==> src/rtl/core/sdli_pkg.sv <==
// Shared constants and the sine grid table for the degree sine interpolator.
// No dependencies.
package sdli_pkg;

  localparam int unsigned AngleW   = 9;
  localparam int unsigned FoldW    = 7;
  localparam int unsigned MagW     = 9;
  localparam int unsigned GridW    = 8;
  localparam int unsigned SpanW    = 6;
  localparam int unsigned OffW     = 3;
  localparam int unsigned IdxW     = 4;
  localparam int unsigned InDataW  = 16;
  localparam int unsigned OutDataW = 16;
  localparam int unsigned OutUserW = 2;

  localparam logic [AngleW-1:0] Deg90  = 9'd90;
  localparam logic [AngleW-1:0] Deg180 = 9'd180;
  localparam logic [AngleW-1:0] Deg270 = 9'd270;
  localparam logic [AngleW-1:0] Deg360 = 9'd360;

  localparam logic [FoldW-1:0] Fold88 = 7'd88;
  localparam logic [FoldW-1:0] Fold89 = 7'd89;
  localparam logic [FoldW-1:0] Fold90 = 7'd90;

  localparam logic [MagW-1:0] MagOne  = 9'd256;
  localparam logic [MagW-1:0] Mag89   = 9'd255;
  localparam logic [MagW-1:0] Mag88   = 9'd254;

  // Sine in Q8 at 0, 8, 16, ... 88 degrees.
  function automatic logic [GridW-1:0] grid_pt(input logic [IdxW-1:0] idx);
    logic [GridW-1:0] v;
    case (idx)
      4'd0:    v = 8'd0;
      4'd1:    v = 8'd35;
      4'd2:    v = 8'd70;
      4'd3:    v = 8'd104;
      4'd4:    v = 8'd135;
      4'd5:    v = 8'd164;
      4'd6:    v = 8'd190;
      4'd7:    v = 8'd212;
      4'd8:    v = 8'd230;
      4'd9:    v = 8'd243;
      4'd10:   v = 8'd252;
      4'd11:   v = 8'd254;
      default: v = 8'd0;
    endcase
    return v;
  endfunction

endpackage

==> src/rtl/core/sdli_interp.sv <==
// Linear step between two grid points: base + (off * span) / 8, truncated.
// Depends on sdli_pkg.
module sdli_interp (
  input  logic [sdli_pkg::GridW-1:0] base_i,
  input  logic [sdli_pkg::SpanW-1:0] span_i,
  input  logic [sdli_pkg::OffW-1:0]  off_i,
  output logic [sdli_pkg::MagW-1:0]  mag_o
);

  localparam int unsigned ProdW = sdli_pkg::SpanW + sdli_pkg::OffW;

  logic [ProdW-1:0] prod;

  assign prod  = {{sdli_pkg::SpanW{1'b0}}, off_i} * {{sdli_pkg::OffW{1'b0}}, span_i};
  // span * 7 stays below 256, so the sum fits in nine bits
  assign mag_o = {1'b0, base_i} + {3'b000, prod[ProdW-1:sdli_pkg::OffW]};

endmodule

==> src/rtl/core/sine_degree_lut_interpolator.sv <==
// Top level of the degree sine interpolator: fold, table lookup, interpolate.
// Depends on sdli_pkg and sdli_interp.
// A word accepted into stage 1 moves on through stages 2 and 3 and is valid on
// the output while it is held in stage 3.
// Throughput: one word per cycle while the output is ready; three register stages,
// each holding a word while the output stalls, so nothing is dropped or repeated.
// Reset (rst_ni low, asynchronous) clears the stage valid bits only.
module sine_degree_lut_interpolator (
  input  logic                            clk_i,
  input  logic                            rst_ni,
  // slave side, tdata: [8:0] angle, [15:9] zero
  input  logic                            s_axis_tvalid_i,
  output logic                            s_axis_tready_o,
  input  logic [sdli_pkg::InDataW-1:0]    s_axis_tdata_i,
  // master side, tdata: [8:0] magnitude, [15:9] zero
  output logic                            m_axis_tvalid_o,
  input  logic                            m_axis_tready_i,
  output logic [sdli_pkg::OutDataW-1:0]   m_axis_tdata_o,
  // tuser: [0] negative, [1] out_of_range
  output logic [sdli_pkg::OutUserW-1:0]   m_axis_tuser_o
);

  // Stall chain: a stage takes a new word when it is empty or its word moves on.
  logic adv1, adv2, adv3;
  logic v1_q, v2_q, v3_q;

  assign adv3 = !v3_q || m_axis_tready_i;
  assign adv2 = !v2_q || adv3;
  assign adv1 = !v1_q || adv2;
  assign s_axis_tready_o = adv1;

  always_ff @(posedge clk_i or negedge rst_ni) begin
    if (!rst_ni) begin
      v1_q <= 1'b0;
      v2_q <= 1'b0;
      v3_q <= 1'b0;
    end else begin
      if (adv1) v1_q <= s_axis_tvalid_i;
      if (adv2) v2_q <= v1_q;
      if (adv3) v3_q <= v2_q;
    end
  end

  // ---------------------------------------------------------------------
  // Stage 1: fold an in-range angle into 0..90 and decide sign and range.
  // ---------------------------------------------------------------------
  logic [sdli_pkg::AngleW-1:0] angle;
  logic [sdli_pkg::AngleW-1:0] fold_d;
  logic [sdli_pkg::FoldW-1:0]  q1_q;
  logic                        neg1_q, oor1_q;

  assign angle = s_axis_tdata_i[sdli_pkg::AngleW-1:0];

  always_comb begin
    if (angle <= sdli_pkg::Deg90) begin
      fold_d = angle;
    end else if (angle <= sdli_pkg::Deg180) begin
      fold_d = sdli_pkg::Deg180 - angle;
    end else if (angle <= sdli_pkg::Deg270) begin
      fold_d = angle - sdli_pkg::Deg180;
    end else begin
      // out of range angles wrap here; their magnitude is forced to 0 later
      fold_d = sdli_pkg::Deg360 - angle;
    end
  end

  always_ff @(posedge clk_i) begin
    if (adv1) begin
      q1_q   <= fold_d[sdli_pkg::FoldW-1:0];
      neg1_q <= (angle > sdli_pkg::Deg180);
      oor1_q <= (angle >= sdli_pkg::Deg360);
    end
  end

  // ---------------------------------------------------------------------
  // Stage 2: grid lookup. Near 90 degrees the value comes straight out.
  // ---------------------------------------------------------------------
  logic [sdli_pkg::IdxW-1:0]  idx;
  logic [sdli_pkg::GridW-1:0] lo_pt, hi_pt;
  logic                       direct_d;
  logic [sdli_pkg::MagW-1:0]  dval_d;

  logic [sdli_pkg::GridW-1:0] base2_q;
  logic [sdli_pkg::SpanW-1:0] span2_q;
  logic [sdli_pkg::OffW-1:0]  off2_q;
  logic                       direct2_q;
  logic [sdli_pkg::MagW-1:0]  dval2_q;
  logic                       neg2_q, oor2_q;

  assign idx   = q1_q[sdli_pkg::FoldW-1:sdli_pkg::OffW];
  assign lo_pt = sdli_pkg::grid_pt(idx);
  assign hi_pt = sdli_pkg::grid_pt(idx + 4'd1);

  always_comb begin
    direct_d = 1'b1;
    if (q1_q >= sdli_pkg::Fold90) begin
      dval_d = sdli_pkg::MagOne;
    end else if (q1_q == sdli_pkg::Fold89) begin
      dval_d = sdli_pkg::Mag89;
    end else if (q1_q == sdli_pkg::Fold88) begin
      dval_d = sdli_pkg::Mag88;
    end else begin
      direct_d = 1'b0;
      dval_d   = '0;
    end
  end

  always_ff @(posedge clk_i) begin
    if (adv2) begin
      base2_q   <= lo_pt;
      // grid rises monotonically; the largest step is 35
      span2_q   <= sdli_pkg::SpanW'(hi_pt - lo_pt);
      off2_q    <= q1_q[sdli_pkg::OffW-1:0];
      direct2_q <= direct_d;
      dval2_q   <= dval_d;
      neg2_q    <= neg1_q;
      oor2_q    <= oor1_q;
    end
  end

  // ---------------------------------------------------------------------
  // Stage 3: interpolate, apply range override, hold for the output side.
  // ---------------------------------------------------------------------
  logic [sdli_pkg::MagW-1:0] interp_mag;
  logic [sdli_pkg::MagW-1:0] mag3_q;
  logic                      neg3_q, oor3_q;

  sdli_interp u_interp (
    .base_i (base2_q),
    .span_i (span2_q),
    .off_i  (off2_q),
    .mag_o  (interp_mag)
  );

  always_ff @(posedge clk_i) begin
    if (adv3) begin
      if (oor2_q) begin
        mag3_q <= '0;
      end else if (direct2_q) begin
        mag3_q <= dval2_q;
      end else begin
        mag3_q <= interp_mag;
      end
      neg3_q <= neg2_q && !oor2_q;
      oor3_q <= oor2_q;
    end
  end

  assign m_axis_tvalid_o = v3_q;
  assign m_axis_tdata_o  = {{(sdli_pkg::OutDataW - sdli_pkg::MagW){1'b0}}, mag3_q};
  assign m_axis_tuser_o  = {oor3_q, neg3_q};

endmodule

==> config.mk <==
export PLATFORM = sky130hd
export DESIGN_NAME = sine_degree_lut_interpolator
export DESIGN_NICKNAME = d
export VERILOG_FILES = /design/src/rtl/core/sdli_pkg.sv /design/src/rtl/core/sdli_interp.sv /design/src/rtl/core/sine_degree_lut_interpolator.sv
export SDC_FILE = /design/constraint.sdc
export NUM_CORES = 1
export LEC_CHECK = 0
export ABC_CLOCK_PERIOD_IN_PS = 7800
export BUFFER_PORTS_ARGS = -buffer_cell sky130_fd_sc_hd__buf_2
export CORE_ASPECT_RATIO = 1.4
export CORE_MARGIN = 4
export CORE_UTILIZATION = 50
export CTS_BUF_LIST = sky130_fd_sc_hd__clkbuf_8
export DETAILED_ROUTE_END_ITERATION = 10
export PLACE_DENSITY = 0.69
export SYNTH_ARGS = -nofsm -noshare
export SYNTH_HDL_FRONTEND = slang
export SYNTH_SLANG_ARGS = --single-unit
==> constraint.sdc <==
create_clock -name clk_i -period 7.8 [get_ports clk_i]
set_input_delay 1.17 -clock clk_i [delete_from_list [all_inputs] [get_ports clk_i]]
set_output_delay 1.17 -clock clk_i [all_outputs]
set_load 0.01 [all_outputs]
# Word level (Yosys, flattened, before mapping)
# Memories as Yosys holds them, arrays and structs flattened. A register that Yosys moved wholly into a read port is not among the register bits.
# Index checks and enable logic that the tools add are counted.
dict set report totals {
  memories 2
  register_bits 52
  romBits 256
  word_cells 50
}
# name words word_bits read_ports rd_ports_with_merged_regs write_ports line_no
set memory_table {}
lappend memory_table {{(name not given)} 16 8 1 0 0 sdli_pkg.sv:32} ;# case (idx)
lappend memory_table {{(name not given)} 16 8 1 1 0 sdli_pkg.sv:32}
dict set report op_classes {
  n_eq_ne 2
  n_addsub 6
  order_cmp 6
  mux 8
  n_mul 1
  reduce_logical 9
}
# operator n
set ops {}
lappend ops {{7-bit 2-to-1 mux} 3}
lappend ops {{8-bit 2-to-1 mux} 2}
lappend ops {{7-bit equality test, second input constant} 2}
lappend ops {{8-bit by 6-bit adder with 9-bit output} 1}
lappend ops {{9-bit greater-or-equal comparator, second input constant} 1}
lappend ops {{9-bit by 8-bit greater-than comparator with 1-bit output, second input constant} 1}
lappend ops {{9-bit by 7-bit <= comparator with 1-bit output, second input constant} 1}
lappend ops {{9-bit by 8-bit <= comparator with 1-bit output, second input constant} 1}
lappend ops {{9-bit <= comparator, second input constant} 1}
lappend ops {{3-bit by 6-bit multiplier with 9-bit output} 1}
lappend ops {{9-bit 2-to-1 mux} 1}
lappend ops {{7-bit greater-or-equal comparator, second input constant} 1}
lappend ops {{6-bit by 7-bit subtractor with 7-bit output, first input constant} 1}
lappend ops {{7-bit by 6-bit subtractor with 7-bit output, second input constant} 1}
lappend ops {{7-bit subtractor, first input constant} 1}
lappend ops {{6-bit subtractor} 1}
lappend ops {{4-bit by 1-bit adder with 4-bit output, second input constant} 1}
lappend ops {{1-bit logical NOT} 4}
lappend ops {{4-bit 2-to-1 mux} 1}
lappend ops {{1-bit logical OR} 3}
lappend ops {{2-bit OR reduction} 1}
lappend ops {{1-bit logical AND} 1}
lappend ops {{1-bit 2-to-1 mux} 1}

# Depth between registers and ports, before layout
# Gate-level depths: netlist (run 1).
dict set report depth {
  ltp_word 5
  mapped_depth 17
  ltp_nobuf 17
}

# Modules after synthesis
# From an unflattened synthesis (run 1), not the netlist that was laid out.
dict set report hier_totals {
  cells_unflattened 364
  hier_area_um2 3748.6
}
# module instances cells_per_inst seq_area_each_um2 area_each_um2
set by_module_without_submodules {}
lappend by_module_without_submodules {sine_degree_lut_interpolator 1 271 1526.5 3042.9}
lappend by_module_without_submodules {sdli_interp 1 93 0.0 705.7}

# Worst setup path before layout (run 1)
# No wires, ideal clock.
dict set report synth_path {
  path_kind {input -> output}
  from {input m_axis_tready_i}
  to {output s_axis_tready_o}
  path_stages 3
  t_arrival_ps 2750
  setup_slack_ps 3880
  n_path_buf 0
  path_cell_list {nand3b_1 nor2_1 inv_1}
}
dict set report synth_via {
  elab_chain_cells 3
}
# item line_no
set synth_lines {}
lappend synth_lines {{start, declared} sine_degree_lut_interpolator.sv:17} ;# input logic m_axis_tready_i,
lappend synth_lines {{1-bit logical OR} sine_degree_lut_interpolator.sv:27} ;# assign adv3 = !v3_q || m_axis_tready_i;
lappend synth_lines {{1-bit logical OR} sine_degree_lut_interpolator.sv:28} ;# assign adv2 = !v2_q || adv3;
lappend synth_lines {{1-bit logical OR} sine_degree_lut_interpolator.sv:29} ;# assign adv1 = !v1_q || adv2;
lappend synth_lines {{end, declared} sine_degree_lut_interpolator.sv:13} ;# output logic s_axis_tready_o,
# Every way passes these cells.

# Final worst setup path (run 1)
dict set report layout_path {
  from {input m_axis_tready_i}
  to {output s_axis_tready_o}
}
dict set report layout_via {
  elab_chain_cells 3
}
# item line_no
set layout_lines {}
lappend layout_lines {{1-bit logical OR} sine_degree_lut_interpolator.sv:27}
lappend layout_lines {{1-bit logical OR} sine_degree_lut_interpolator.sv:28}
lappend layout_lines {{named net adv2} sine_degree_lut_interpolator.sv:24} ;# logic adv1, adv2, adv3;
lappend layout_lines {{1-bit logical OR} sine_degree_lut_interpolator.sv:29}
# The timed path passes the listed nets, and every way through them passes these cells.

==> flow_metrics.tcl, run 1 <==
set metrics [dict create \
    outcome "complete, no violations" \
    max-clock-path-buffers 2 \
    start_kind "primary input" \
    start_util 0.517 \
    final_hold_viol_count 0 \
    synth_edf_count 43 \
    worst_slack_ns 3.12 \
    vias 2676 \
    pre_cts_slack_ns 3.05 \
    fin_crit_ns 4.68 \
    grt_max_degree 26 \
    power.total_uw 1330 \
    clk_transition_reported_paths_ns 0.11 \
    ys_ff_latch 54 \
    syn_area_per_cell_sq_um 10.3 \
    min_period_over_period 0.601 \
    hold_class "register to register" \
    pin_count 40 \
    final_antenna_net_count 0 \
    drc 0 \
    p_leak_uw 0.00176 \
    intPower_uw 816 \
    final_cell_mix "43 x edfxtp_1, 33 x ha_1, 32 x inv_1" \
    critPathMaxStageDelay_ns 0.82 \
    worstPathCellList "buf_2 -> nand3b_1 -> nor2_1 -> inv_1 -> buf_2" \
    cts-resized-gates 0 \
    vias_per_cell 5.52 \
    layout.nets 447 \
    postCtsSetupBuffers 0 \
    n_antenna_cell 0 \
    swShare 0.388 \
    peakVddDrop_mv 0.183 \
    crit_family "simple AND/OR/NAND/NOR gates" \
    detailed_place_hpwl_mm 5.64 \
    htreeDepth 2 \
    critPathRequiredTime_ns 6.63 \
    area_growth_pct 5.75 \
    max_freq_mhz 213 \
    ys_seq_area_frac 0.398 \
    die_area_sq_um 9150 \
    cts_tree "yes" \
    powerDensity_nw_per_um2 329 \
    pwr-share-clk 0.124 \
    cts_root_buf "clkbuf_8" \
    core_sq_um 7410 \
    register_area_sq_um 1530 \
    insertion_delay_ns 0.32 \
    finalMaxSlewViolations 0 \
    cap_violations 0 \
    timing.setup.tns_ns 0 \
    clkSinkCount 54 \
    tightest_slew_ns 1.13 \
    overflow 0 \
    grt_pass1_vias 2701 \
    multi_input_area_sq_um 2060 \
    die_y_microns 112 \
    nFillCells 650 \
    antenna_found_initial 0 \
    setup_viol 0 \
    cpMaxStageDelayCell "nand3b_1" \
    grtUsageTotal 0.165 \
    cp_common_cell "buf_2" \
    layout-drive-gt1-share 0.124 \
    slew_headroom 0.247 \
    first_pass_iters 4 \
    wl_per_cell_microns 14.4 \
    synth_cell_types 70 \
    core.rowCount 37 \
    rsz0062_at_grt "no" \
    io_buffers 25 \
    cp_num_buf_inv 3 \
    die_width_microns 82.0 \
    hold_buffers 0 \
    final_common_cell "edfxtp_1" \
    p_switching_uw 517 \
    cts_inserted_buffers 5 \
    comb_power_share 0.523 \
    grt_pass1_wl_mm 12.0 \
    endpoint_kind "output port" \
    drtIter0Drc 113 \
    pwr-share-seq 0.353 \
    finClkSkew_ns 0.0116 \
    netlist_area_sq_um 3830 \
    crit_arrival_ns 3.51 \
    async_flop_share 0.0556 \
    hold_ws_ns 0.407 \
    totalWireLength_mm 6.99 \
    yosys_warnings 0 \
    finalWeightedCongestion 0.881 \
    dominantRegCellSynth "edfxtp_1" \
    criticalPathCategory "primary input to output port" \
    final_core_util 0.547 \
    critPathMaxFanout 25 \
    synthCells 372 \
]
cell type report:
type	instances	area share
inverter	33	0.0306
tap	97	0.0300
clock buffer	5	0.0170
clock inverter	3	0.00710
multi-input combinational	268	0.508
timing repair buffer	25	0.0309
sequential	54	0.377
sequential cells by signal (all words and copies together), names as in the netlist:
name             flops
mag3_q               9
base2_q              8
lo_pt                8
q1_q                 7
span2_q              6
dval2_q              3
off2_q               3
direct2_q            1
m_axis_tvalid_o      1
neg1_q               1
neg2_q               1
neg3_q               1
oor1_q               1
oor2_q               1
oor3_q               1
v1_q                 1
v2_q                 1
through the flow:
stage | instance area [sq um] | std cells
after global placement | 3950 | 477
after detailed placement | 3950 | 477
after CTS | 4050 | 485
after global routing | 4050 | 485
final | 4050 | 485
after floorplan | 3850 | 378
logic make-up (layout without fill, tap and decap cells):
| kind of cell | Yosys count | in the layout | synth area share |
|---|---|---|---|
| flip-flops | 54 | 54 | 0.398 |
| AO/OA/AOI/OAI | 92 | 92 | 0.176 |
| other | 1 | 7 | 0.000979 |
| adder cells (fa/ha/maj) | 40 | 40 | 0.144 |
| multiplexers | 9 | 9 | 0.0258 |
| AND/OR/NAND/NOR | 101 | 101 | 0.140 |
| XOR/XNOR | 19 | 19 | 0.0434 |
| buffers and inverters | 56 | 66 | 0.0705 |
per-layer routing:
metal  GRT usage  share of wire  up-vias
met5           0              0        -
met1       0.167           0.37     1272
met4      0.0565          0.025        0
met3      0.0227          0.024       13
li1            -              -     1341
met2       0.325           0.58       50
synth_stat cells, types with 3 or more instances:
cell type / n / share of area
o21ai_0: 12 / 0.016
xnor2_1: 11 / 0.025
nand3b_1: 3 / 0.0059
mux2i_1: 5 / 0.013
and2_1: 10 / 0.016
o2bb2ai_1: 4 / 0.0091
nand2b_1: 8 / 0.013
o21ai_1: 4 / 0.0052
dfxtp_1: 8 / 0.042
a21o_1: 6 / 0.012
inv_1: 32 / 0.031
edfxtp_1: 43 / 0.34
buf_1: 3 / 0.0029
buf_4: 10 / 0.020
nor2b_1: 3 / 0.0049
o311a_1: 3 / 0.0078
o211ai_1: 4 / 0.0078
o21a_1: 9 / 0.018
o21bai_1: 4 / 0.0078
xor2_1: 8 / 0.018
nand3_1: 7 / 0.0091
dfrtp_1: 3 / 0.020
buf_2: 6 / 0.0078
fa_1: 7 / 0.037
ha_1: 33 / 0.11
a21oi_1: 18 / 0.024
o31ai_1: 3 / 0.0059
nand2_1: 30 / 0.029
nor2_1: 22 / 0.022
path summary, 6_finish.rpt:
kind / end / slack (ns) / start / cells after the start
worst max-delay path: s_axis_tready_o / 3.12 / m_axis_tready_i / 5
worst min-delay path: base2_q[7] / 0.41 / lo_pt[7] / 0
worst max register to register: mag3_q[6] / 3.88 / off2_q[2] / 14
worst min register to register: base2_q[7] / 0.41 / lo_pt[7] / 0
max in group asynchronous: m_axis_tvalid_o / 7.07 / rst_ni / 1
min in group asynchronous: v1_q / 0.63 / rst_ni / 1
power by group through the flow:
stage / clock (uW) / combinational [uW] / sequential (uW)
6_report: 165 / 697 / 470
5_1_grt: 181 / 793 / 482
4_1_cts: 166 / 714 / 472
3_5_place_dp: 0 / 710 / 478
3_3_place_gp: 0 / 682 / 474
2_1_floorplan: 0 / 561 / 468
(Power assumes the default switching activity.)
==> inputs of run 2 (changes only) <==
--- a/config.mk
+++ b/config.mk
@@ -5,14 +5,14 @@
 export SDC_FILE = /design/constraint.sdc
 export NUM_CORES = 1
 export LEC_CHECK = 0
-export ABC_CLOCK_PERIOD_IN_PS = 7800
+export ABC_CLOCK_PERIOD_IN_PS = 4100
 export BUFFER_PORTS_ARGS = -buffer_cell sky130_fd_sc_hd__buf_2
 export CORE_ASPECT_RATIO = 1.4
 export CORE_MARGIN = 4
 export CORE_UTILIZATION = 50
 export CTS_BUF_LIST = sky130_fd_sc_hd__clkbuf_8
 export DETAILED_ROUTE_END_ITERATION = 10
-export PLACE_DENSITY = 0.69
+export PLACE_DENSITY = 0.72
 export SYNTH_ARGS = -nofsm -noshare
 export SYNTH_HDL_FRONTEND = slang
 export SYNTH_SLANG_ARGS = --single-unit
==> constraint.sdc (replaced) <==
create_clock -name clk_i -period 4.1 [get_ports clk_i]
set_input_delay 0.615 -clock clk_i [delete_from_list [all_inputs] [get_ports clk_i]]
set_output_delay 0.615 -clock clk_i [all_outputs]
set_load 0.01 [all_outputs]
==> run 2 against run 1 <==
  * Register-to-register slack got worse by 3.7 ns
  * Via count decreased by 0.15%
  * Non-clock buffer count increased by 4
  * First-iteration DRC count increased by 27%
  * Clock skew increased by 0.0026 ns
  * Cell count increased by 0.82%
  * Utilization increased by 0.46 points
  * Clock power increased by 85%
  * Largest power group unchanged
  * Combinational power increased by 95%
  * Die area unchanged
  * Total power increased by 91%
  * Cell area increased by 0.83%
==> flow_metrics.tcl, run 2 (synthesized netlist as in run 1, its figures left out) <==
set metrics [dict create \
    start_util 0.517 \
    grt_pass1_vias 2620 \
    intPower_uw 1560 \
    antenna_found_initial 0 \
    hold_buffers 0 \
    totalWireLength_mm 6.77 \
    endpoint_kind "register" \
    swShare 0.387 \
    layout.nets 451 \
    p_leak_uw 0.00177 \
    power.total_uw 2550 \
    first_pass_iters 4 \
    fin_crit_ns 3.88 \
    p_switching_uw 987 \
    core.rowCount 37 \
    core_sq_um 7410 \
    rr_worst_depth 14 \
    drc 0 \
    rsz0062_at_grt "no" \
    layout-drive-gt1-share 0.135 \
    final_hold_viol_count 0 \
    vias 2672 \
    place_inst 480 \
    io_buffers 25 \
    vias_per_cell 5.46 \
    criticalPathCategory "register to register" \
    r2r_slack_ns 0.22 \
    max-clock-path-buffers 2 \
    start_kind "register" \
    insertion_delay_ns 0.31 \
    drtIter0Drc 143 \
    cts_root_buf "clkbuf_8" \
    critPathMaxFanout 5 \
    final_antenna_net_count 0 \
    detailed_place_hpwl_mm 5.45 \
    die_y_microns 112 \
    critPathRequiredTime_ns 4.17 \
    clk_transition_reported_paths_ns 0.10 \
    largest_reg_flops 9 \
    grtUsageTotal 0.161 \
    final_common_cell "edfxtp_1" \
    regToRegStartpoint "off2_q[2]" \
    powerDensity_nw_per_um2 624 \
    wl_per_cell_microns 13.8 \
    cap_violations 0 \
    max_freq_mhz 258 \
    cpMaxStageDelayCell "fa_1" \
    comb_power_share 0.532 \
    pwr-share-seq 0.349 \
    die_width_microns 82.0 \
    reg2reg_to "mag3_q[6]" \
    top_register "mag3_q" \
    min_period_over_period 0.946 \
    die_area_sq_um 9150 \
    outcome "complete, no violations" \
    pin_count 40 \
    worstPathCellList "and2_1 -> fa_1 -> and3_1 -> and2_1 -> fa_1 -> ha_1 -> fa_1 -> a21o_1 -> a21oi_2 -> o21bai_1 -> a21oi_1 -> xor2_1 -> o21a_1 -> nor2_1" \
    setup_viol 0 \
    crit_arrival_ns 3.95 \
    cp_common_cell "fa_1" \
    final_cell_mix "43 x edfxtp_1, 33 x ha_1, 32 x inv_1" \
    grt_max_degree 26 \
    finalMaxSlewViolations 0 \
    finalWeightedCongestion 0.897 \
    n_antenna_cell 0 \
    clkSinkCount 54 \
    pwr-share-clk 0.119 \
    cts_tree "yes" \
    overflow 0 \
    hold_class "primary input to asynchronous set/reset pin" \
    hold_ws_ns 0.0851 \
    area_growth_pct 6.63 \
    nFillCells 660 \
    htreeDepth 2 \
    critPathMaxStageDelay_ns 0.48 \
    slew_headroom 0.638 \
    peakVddDrop_mv 0.377 \
    cts_inserted_buffers 5 \
    final_cells 489 \
    finClkSkew_ns 0.0142 \
    grt_pass1_wl_mm 11.7 \
    tightest_slew_ns 0.543 \
    timing.setup.tns_ns 0 \
]
==> run 2: metrics by stage <==
step | util | worst slack, ns | cell area [sq um]
final | 0.552 | 0.219 | 4090
after global routing | 0.552 | 0.0127 | 4090
after CTS | 0.550 | 0.181 | 4070
after detailed placement | 0.537 | 0.221 | 3980
after global placement | 0.537 | 0.304 | 3980
after floorplan | - | 0.522 | 3850
==> run 2: critical path, delay by kind of cell (launching register included) <==
kind                     cells  cell delay [ns]
adder cells (fa/ha/maj)      4             1.57
AO/OA/AOI/OAI                5             0.84
AND/OR/NAND/NOR              4             0.61
flip-flops                   1             0.46
XOR/XNOR                     1             0.17
==> run 2: layer usage <==
layer,track usage,share of wire,vias to the layer above,wire length [microns]
met3,0.0259,0.029,11,194
met1,0.166,0.38,1273,2550
li1,-,-,1347,-
met2,0.312,0.58,41,3900
met5,0,0,-,0
met4,0.0532,0.019,0,131
==> run 2: power by group through the flow <==
stage | Combinational (uW) | Sequential (uW) | Clock (uW)
floorplan | 1070 | 890 | 0
global placement | 1280 | 902 | 0
detailed placement | 1330 | 905 | 0
CTS | 1350 | 892 | 312
global route | 1530 | 913 | 337
finish | 1360 | 890 | 305
==> run 2: worst max path at each step <==
stage	from	to	slack [ns]	cells after the start
after detailed placement	off2_q[2]	mag3_q[6]	0.22	14
after floorplan	off2_q[2]	mag3_q[6]	0.52	14
after global placement	off2_q[2]	mag3_q[6]	0.30	14
final	off2_q[2]	mag3_q[6]	0.22	14
after global routing	off2_q[2]	mag3_q[6]	0.01	14
after CTS	off2_q[2]	mag3_q[6]	0.18	14
==> run 2: layout make-up <==
| class | count | area (sq um) | share of cell area |
|---|---|---|---|
| well taps | 97 | 121 | 0.0297 |
| flip-flops and latches | 54 | 1530 | 0.374 |
| multi-input cells | 268 | 2060 | 0.504 |
| inverters | 33 | 124 | 0.0303 |
| clock inverters | 3 | 28.8 | 0.00704 |
| repair buffers | 29 | 155 | 0.0380 |
| clock buffers | 5 | 68.8 | 0.0168 |
==> run 2: what timing repair did <==
item / 4_1_cts / 5_1_grt
setup buffers: 0 / 1
endpoints found under the hold margin: 0 / 0
endpoints found under the setup margin: 0 / 1
gates resized for setup: 0 / 1
